$ cat config.mk
export PLATFORM = sky130hd
export DESIGN_NAME = event_fifo_with_match_extract_top
export DESIGN_NICKNAME = d
export VERILOG_FILES = /design/src/rtl/efme_pkg.sv /design/src/rtl/event_fifo_with_match_extract_top.sv /design/src/rtl/efme_ctrl.sv /design/src/rtl/efme_dp.sv
export SDC_FILE = /design/constraint.sdc
export NUM_CORES = 2
export LEC_CHECK = 0
export BUFFER_PORTS_ARGS = -buffer_cell sky130_fd_sc_hd__clkbuf_2
export CORE_MARGIN = 3
export CORE_UTILIZATION = 65
export CTS_BUF_LIST = sky130_fd_sc_hd__clkbuf_4 sky130_fd_sc_hd__clkbuf_8
export DETAILED_ROUTE_END_ITERATION = 8
export PLACE_DENSITY_LB_ADDON = 0.2
export SYNTH_ARGS = -nofsm -noshare
export SYNTH_HDL_FRONTEND = slang
export SYNTH_HIERARCHICAL = 1
export SYNTH_SLANG_ARGS = --single-unit
$ cat constraint.sdc
create_clock -name i_clk -period 9.4 [get_ports i_clk]
set_clock_uncertainty 0.15 [all_clocks]
set_input_delay 0 -clock i_clk [delete_from_list [all_inputs] [get_ports i_clk]]
set_output_delay 0 -clock i_clk [all_outputs]
set_load 0.01 [all_outputs]
$ cat src/rtl/efme_pkg.sv
// Package: shared types and constants for the event queue with match extract.
package efme_pkg;
    localparam int unsigned QueueDepthDefault = 16;

    typedef enum logic [2:0] {
        OP_PUSH  = 3'd0,
        OP_POP   = 3'd1,
        OP_MATCH = 3'd2,
        OP_EXACT = 3'd3,
        OP_CLEAR = 3'd4
    } t_op;

    typedef enum logic [1:0] {
        OUT_OK       = 2'd0,
        OUT_NONE     = 2'd1,
        OUT_OVF_NOW  = 2'd2,
        OUT_OVF_HELD = 2'd3
    } t_outcome;

    typedef enum logic [1:0] {
        ST_IDLE,
        ST_EXEC,
        ST_OUT
    } t_state;

    typedef struct packed {
        logic load;
        logic exec;
    } t_cmd;
endpackage

$ cat src/rtl/event_fifo_with_match_extract_top.sv
// Top level: event queue with associative search and remove.
// Flow: an accepted item goes into the operand registers; the execute state
// runs the compare-and-compact pass over all cells and writes the result
// register, shown with o_valid; no new item is taken until its hand-off.
// Reset: synchronous active low; queue empties, overflow status and limit clear.
// Cell contents are not cleared; only entries below the fill count are read.
module event_fifo_with_match_extract_top #(
    parameter int unsigned QUEUE_DEPTH = efme_pkg::QueueDepthDefault
) (
    input  logic        i_clk,
    input  logic        i_rst_n,
    input  logic        i_cfg_valid,
    output logic        o_cfg_ready,
    input  logic [4:0]  i_cfg_data,
    input  logic        i_valid,
    output logic        o_stall,
    input  logic [2:0]  i_op,
    input  logic [15:0] i_proc_id,
    input  logic [15:0] i_line_id,
    input  logic [31:0] i_event_num,
    input  logic [31:0] i_message,
    input  logic        i_skip_proc,
    input  logic        i_skip_line,
    input  logic        i_skip_event,
    output logic        o_valid,
    input  logic        i_stall,
    output logic [1:0]  o_outcome,
    output logic [15:0] o_out_proc,
    output logic [15:0] o_out_line,
    output logic [31:0] o_out_event,
    output logic [31:0] o_out_message,
    output logic [4:0]  o_fill_level
);
    import efme_pkg::*;

    t_cmd cmd;
    logic [4:0] r_limit;

    assign o_cfg_ready = 1'b1;

    always_ff @(posedge i_clk) begin
        if (!i_rst_n) begin
            r_limit <= '0;
        end else if (i_cfg_valid) begin
            r_limit <= i_cfg_data;
        end
    end

    efme_ctrl u_ctrl (
        .i_clk, .i_rst_n, .i_valid, .o_stall, .o_valid, .i_stall, .o_cmd(cmd)
    );

    efme_dp #(.QUEUE_DEPTH(QUEUE_DEPTH)) u_dp (
        .i_clk, .i_rst_n, .i_cmd(cmd), .i_limit(r_limit),
        .i_op, .i_proc_id, .i_line_id, .i_event_num, .i_message,
        .i_skip_proc, .i_skip_line, .i_skip_event,
        .o_outcome, .o_out_proc, .o_out_line, .o_out_event, .o_out_message,
        .o_fill_level
    );
endmodule

$ cat src/rtl/efme_ctrl.sv
// Controller: sequences capture, execute and result hand-off.
module efme_ctrl (
    input  logic i_clk,
    input  logic i_rst_n,
    input  logic i_valid,
    output logic o_stall,
    output logic o_valid,
    input  logic i_stall,
    output efme_pkg::t_cmd o_cmd
);
    import efme_pkg::*;

    t_state r_state, n_state;

    always_ff @(posedge i_clk) begin
        if (!i_rst_n) begin
            r_state <= ST_IDLE;
        end else begin
            r_state <= n_state;
        end
    end

    always_comb begin
        n_state    = r_state;
        o_stall    = 1'b1;
        o_valid    = 1'b0;
        o_cmd.load = 1'b0;
        o_cmd.exec = 1'b0;
        unique case (r_state)
            ST_IDLE: begin
                o_stall = 1'b0;
                if (i_valid) begin
                    o_cmd.load = 1'b1;
                    n_state    = ST_EXEC;
                end
            end
            ST_EXEC: begin
                o_cmd.exec = 1'b1;
                n_state    = ST_OUT;
            end
            ST_OUT: begin
                o_valid = 1'b1;
                if (!i_stall) begin
                    o_stall = 1'b0;
                    if (i_valid) begin
                        o_cmd.load = 1'b1;
                        n_state    = ST_EXEC;
                    end else begin
                        n_state = ST_IDLE;
                    end
                end
            end
            default: n_state = ST_IDLE;
        endcase
    end

    a_out_after_exec: assert property (@(posedge i_clk) disable iff (!i_rst_n)
        o_cmd.exec |=> o_valid) else $error("result not presented after execute");
    a_no_load_stalled: assert property (@(posedge i_clk) disable iff (!i_rst_n)
        o_cmd.load |-> !o_stall) else $error("load while stalled");
    a_exec_after_load: assert property (@(posedge i_clk) disable iff (!i_rst_n)
        o_cmd.load |=> o_cmd.exec) else $error("load not followed by execute");
endmodule

$ cat src/rtl/efme_dp.sv
// Datapath: entry cells, parallel compare, compaction and result register.
module efme_dp #(
    parameter int unsigned QUEUE_DEPTH = efme_pkg::QueueDepthDefault
) (
    input  logic        i_clk,
    input  logic        i_rst_n,
    input  efme_pkg::t_cmd i_cmd,
    input  logic [4:0]  i_limit,
    input  logic [2:0]  i_op,
    input  logic [15:0] i_proc_id,
    input  logic [15:0] i_line_id,
    input  logic [31:0] i_event_num,
    input  logic [31:0] i_message,
    input  logic        i_skip_proc,
    input  logic        i_skip_line,
    input  logic        i_skip_event,
    output logic [1:0]  o_outcome,
    output logic [15:0] o_out_proc,
    output logic [15:0] o_out_line,
    output logic [31:0] o_out_event,
    output logic [31:0] o_out_message,
    output logic [4:0]  o_fill_level
);
    import efme_pkg::*;

    localparam int unsigned CW = $clog2(QUEUE_DEPTH + 1);
    localparam int unsigned IW = (QUEUE_DEPTH > 1) ? $clog2(QUEUE_DEPTH) : 1;

    logic [95:0] r_cell [QUEUE_DEPTH];
    logic [CW-1:0] r_count;
    logic r_ovf;
    logic [2:0] r_op;
    logic [15:0] r_kp, r_kl;
    logic [31:0] r_ke, r_km;
    logic r_sp, r_sl, r_se;

    logic [QUEUE_DEPTH-1:0] hit, first;
    logic [IW-1:0] pos;
    logic found;
    logic full;

    always_ff @(posedge i_clk) begin
        if (i_cmd.load) begin
            r_op <= i_op; r_kp <= i_proc_id; r_kl <= i_line_id;
            r_ke <= i_event_num; r_km <= i_message;
            r_sp <= i_skip_proc; r_sl <= i_skip_line; r_se <= i_skip_event;
        end
    end

    always_comb begin
        for (int i = 0; i < QUEUE_DEPTH; i++) begin
            if (r_op == OP_POP) begin
                hit[i] = (i == 0);
            end else if (r_op == OP_MATCH) begin
                hit[i] = (r_sp || r_cell[i][95:80] == r_kp)
                      && (r_sl || r_cell[i][79:64] == r_kl)
                      && (r_se || r_cell[i][63:32] == r_ke);
            end else begin
                hit[i] = r_cell[i] == {r_kp, r_kl, r_ke, r_km};
            end
            hit[i] = hit[i] && (CW'(i) < r_count);
        end
        first = hit & (~hit + 1'b1);
        found = |hit;
        pos   = '0;
        for (int i = 0; i < QUEUE_DEPTH; i++) begin
            if (first[i]) pos = pos | IW'(i);
        end
        full = ((i_limit != 5'd0) && ({{CW{1'b0}}, i_limit} <= (CW+5)'(r_count)))
            || (r_count == CW'(QUEUE_DEPTH));
    end

    always_ff @(posedge i_clk) begin
        if (!i_rst_n) begin
            r_count <= '0;
            r_ovf   <= 1'b0;
        end else if (i_cmd.exec) begin
            priority case (r_op)
                OP_PUSH: begin
                    if (!r_ovf && !full) begin
                        r_count <= r_count + 1'b1;
                    end else if (!r_ovf) begin
                        r_ovf <= 1'b1;
                    end
                end
                OP_POP, OP_MATCH, OP_EXACT: begin
                    if (found) r_count <= r_count - 1'b1;
                end
                OP_CLEAR: r_count <= '0;
                default: ;
            endcase
        end
    end

    always_ff @(posedge i_clk) begin
        if (i_cmd.exec) begin
            if (r_op == OP_PUSH && !r_ovf && !full) begin
                r_cell[r_count[IW-1:0]] <= {r_kp, r_kl, r_ke, r_km};
            end else if (found && (r_op == OP_POP || r_op == OP_MATCH
                                   || r_op == OP_EXACT)) begin
                for (int i = 0; i + 1 < QUEUE_DEPTH; i++) begin
                    if (IW'(i) >= pos) r_cell[i] <= r_cell[i+1];
                end
            end
        end
    end

    logic [CW-1:0] n_count;
    logic [1:0]    n_outcome;
    logic [95:0]   n_data;

    always_comb begin
        n_count   = r_count;
        n_outcome = OUT_OK;
        n_data    = '0;
        priority case (r_op)
            OP_PUSH: begin
                if (r_ovf) n_outcome = OUT_OVF_HELD;
                else if (full) n_outcome = OUT_OVF_NOW;
                else n_count = r_count + 1'b1;
            end
            OP_POP, OP_MATCH, OP_EXACT: begin
                if (found) begin
                    n_data  = r_cell[pos];
                    n_count = r_count - 1'b1;
                end else begin
                    n_outcome = OUT_NONE;
                end
            end
            OP_CLEAR: n_count = '0;
            default: ;
        endcase
    end

    always_ff @(posedge i_clk) begin
        if (i_cmd.exec) begin
            o_outcome     <= n_outcome;
            o_out_proc    <= n_data[95:80];
            o_out_line    <= n_data[79:64];
            o_out_event   <= n_data[63:32];
            o_out_message <= n_data[31:0];
            o_fill_level  <= 5'(n_count);
        end
    end

    a_count_bound: assert property (@(posedge i_clk) disable iff (!i_rst_n)
        r_count <= CW'(QUEUE_DEPTH)) else $error("count beyond depth");
    a_ovf_sticky: assert property (@(posedge i_clk) disable iff (!i_rst_n)
        r_ovf |=> r_ovf) else $error("overflow status dropped");
    a_found_nonempty: assert property (@(posedge i_clk) disable iff (!i_rst_n)
        found |-> r_count != '0) else $error("hit in empty queue");
endmodule
==> results_dict.tcl <==
set metrics [dict create \
    outcome "finished, violations left" \
    violations "capacitance limit, slew limit" \
    yosys_warnings 6 \
    grt_setup_unrepaired "no" \
    worst_skew_pair_later_pin_latency_ns 1.07 \
    post_route_cells_drive_above_1_share 0.266 \
    p_switching_mw 4.28 \
    cts_tree "yes" \
    finalCritPeriodShare 0.869 \
    ant_nets 0 \
    post_synth_most_frequent_cells "edfxtp_1 (1741), xnor2_1 (1409), mux2_2 (1353)" \
    chipWidth_um 408 \
    critical_path_rt_ns 9.92 \
    final_nets 8768 \
    comb_power_share 0.086 \
    vias 80700 \
    share_seq_of_total_power 0.504 \
    synth_top_area_share 0.499 \
    cp_data_arrival_time_ns 8.68 \
    wire_length_per_cell_um 36.1 \
    grt.overflow.total 0 \
    fmax_mhz 122 \
    cts_max_path_buffers 4 \
    syn-mean-instance-area_um2 12.3 \
    cts.repair.resized 0 \
    irDropWorstVdd_mv 0.194 \
    crit_path_largest_cell_delay_ns 0.81 \
    powerDensity_mw_per_mm2 151 \
    floorplan.die.height_um 408 \
    grt_pass1_vias 76500 \
    drcViolationCount 0 \
    cts.reportedPaths.clkPinSlew_ns 0.07 \
    postCtsSetupRepairBufs 0 \
    internal_power_consumption_mw 13.1 \
    synth_seq_area_share 0.501 \
    post-dp-hpwl_mm 257 \
    area_delta_synth_final_pct 10.1 \
    startpoint_type "flip-flop" \
    layout_min_cycle_time_ns 8.16 \
    route.detailed.vias_per_inst 7.32 \
    grt_pass1_wl_mm 562 \
    synth-edff-count 1741 \
    place_congestion 1.02 \
    crit_chain "buf_4, xnor2_1, nand4_1, nor4_1, a21oi_1, o31ai_1, a21oi_1, nand2b_1, a311o_2, buf_4, nand2_8, nor2_2, a21oi_4, nand2_4, buf_4" \
    placement.cell_area_mm2 0.106 \
    netlist_area_mm2 0.105 \
    leakage_power_nw 35.8 \
    tritoncts.num_buffers 321 \
    library_cell_with_the_highest_instance_count_after_synthesis "edfxtp_1" \
    crit_path_top_delay_cell "nor4_1" \
    final_max_slew_viol_count 9 \
    port_buffers 216 \
    max_cap_violations 5 \
    ctsHtreeMaxLevel 5 \
    worstPathBufferInverterCount 3 \
    worst_pin_slew_ns 1.56 \
    syn_nets 8619 \
    critical_path_peak_fanout 82 \
    design.die.area_mm2 0.166 \
    setup.worst_path.class "reg2reg" \
    min-delay-path-class "in2reg" \
    synthTopCellsByArea "edfxtp_1 (50%), mux2_2 (15%), xnor2_1 (12%)" \
    ios 218 \
    yosysUniqueCellTypes 84 \
    clkSinkCount 1754 \
    stdcell_area_mm2 0.115 \
    max-slew-margin-rel -0.0479 \
    drt_iter0_drc 15000 \
    swShare 0.246 \
    share_clk_of_total_power 0.410 \
    most_frequent_cell_on_the_critical_path "buf_4" \
    worst_setup_path_end_kind "flip-flop" \
    synthArstFlopShare 0 \
    track_usage 0.465 \
    syn-instance-count 8497 \
    grt_start_max_net_pins 207 \
    total_iterations_of_the_first_detailed_routing_run 9 \
    setup_viol_count_final 0 \
    hold_violations 0 \
    antenna_found_initial 21 \
    setup_total_negative_slack_ns 0 \
    cts.root.buffer_cell "clkbuf_8" \
    synth_area_leader_cell "edfxtp_1" \
    synth_flop_cell "edfxtp_1" \
    core_area_mm2 0.159 \
    holdBufCountCts 298 \
    placement_rows 146 \
    family_with_the_most_delay_on_the_worst_path "simple AND/OR/NAND/NOR gates" \
    synth_seq_cells 1754 \
    start_util 0.658 \
    routed_wl_mm 398 \
]
-- kinds of logic (layout without fill, tap and decap cells) --
logic type | after synthesis | in the layout | share of synthesized area
XOR/XNOR | 1538 | 1538 | 0.129
multiplexers | 1631 | 1631 | 0.174
other | 1 | 12 | 0.0000358
AND/OR/NAND/NOR | 1824 | 1824 | 0.0950
adder cells (fa/ha/maj) | 10 | 10 | 0.00119
AO/OA/AOI/OAI | 820 | 820 | 0.0560
buffers and inverters | 919 | 1287 | 0.0437
flip-flops | 1754 | 1754 | 0.501
-- final timing paths --
path / cells after the start / endpoint / start / slack [ns]
worst max-delay path: 15 / u_dp/r_cell[12][39] / u_dp/r_ke[3] / 1.24
worst min-delay path: 3 / u_dp/r_km[9] / i_message[9] / 0.06
worst max register to register: 15 / u_dp/r_cell[12][39] / u_dp/r_ke[3] / 1.24
worst min register to register: 0 / u_dp/r_cell[15][60] / u_dp/r_ke[28] / 0.38
-- registers in the layout, indices dropped and copies added, names as in the netlist, 32 cells and up --
register	count
u_dp/r_cell	1536
u_dp/o_out_event	32
u_dp/o_out_message	32
u_dp/r_ke	32
u_dp/r_km	32
-- power by group through the flow --
| stage | Sequential, mW | Combinational [mW] | Clock, mW |
|---|---|---|---|
| 4_1_cts | 8.77 | 1.44 | 7.15 |
| 3_5_place_dp | 8.93 | 1.34 | 0 |
| 3_3_place_gp | 8.93 | 1.31 | 0 |
| 5_1_grt | 8.78 | 1.55 | 7.49 |
| 6_report | 8.78 | 1.50 | 7.14 |
| 2_1_floorplan | 8.87 | 0.978 | 0 |
-- layout by cell type (no fill, tap or decap), types with 28 or more instances in the layout --
master,instances
nor3_1,189
o21ai_1,90
xor2_1,128
buf_12,34
dlygate4sd3_1,298
or4_1,100
nand3_1,582
clkbuf_2,216
mux2_4,29
nor4_1,135
clkinv_1,70
nor2_1,40
edfxtp_1,1741
mux2i_1,191
a2111o_1,89
o21ai_0,312
mux2_1,58
clkbuf_8,333
o311a_1,90
clkinv_2,28
mux2_2,1353
a32o_1,89
a21oi_1,50
nand2_1,248
buf_4,187
clkbuf_4,98
nand4_1,451
xnor2_1,1409
-- metal layers --
metal	vias to the layer above	share of wire	track usage
met5	-	0.00021	0
met4	12	0.079	0.292
met3	1440	0.14	0.136
met2	7113	0.43	0.676
met1	39700	0.35	0.613
li1	32500	-	-
-- tightest hold or removal path, stage by stage --
cell,delay (ns)
dlygate4sd3_1,0.53
clkbuf_2,0.10
dlygate4sd3_1,0.53
-- metrics by stage --
step / utilization / std cells / total power [mW] / setup WS [ns] / hold WS (ns)
final: 0.724 / 11000 / 17.4 / 1.24 / 0.0642
after global routing: 0.724 / 11000 / 17.8 / 1.21 / 0.0533
after detailed placement: 0.668 / 10200 / 10.3 / 1.26 / 0.0286
after global placement: 0.668 / 10200 / 10.2 / 1.33 / 0.0263
after CTS: 0.724 / 11000 / 17.4 / 1.24 / 0.000327
after floorplan: - / 8497 / 9.85 / 3.31 / -0.0511
-- layout make-up --
type / count / area [µm²]
inverters: 10 / 37.5
fillers: 11100 / 43900
multi-input cells: 5824 / 48000
repair buffers: 735 / 6150
flip-flops and latches: 1754 / 52500
clock inverters: 111 / 619
well taps: 2146 / 2690
clock buffers: 431 / 5320
diodes: 11 / 27.5
(Power assumes the default switching activity.)
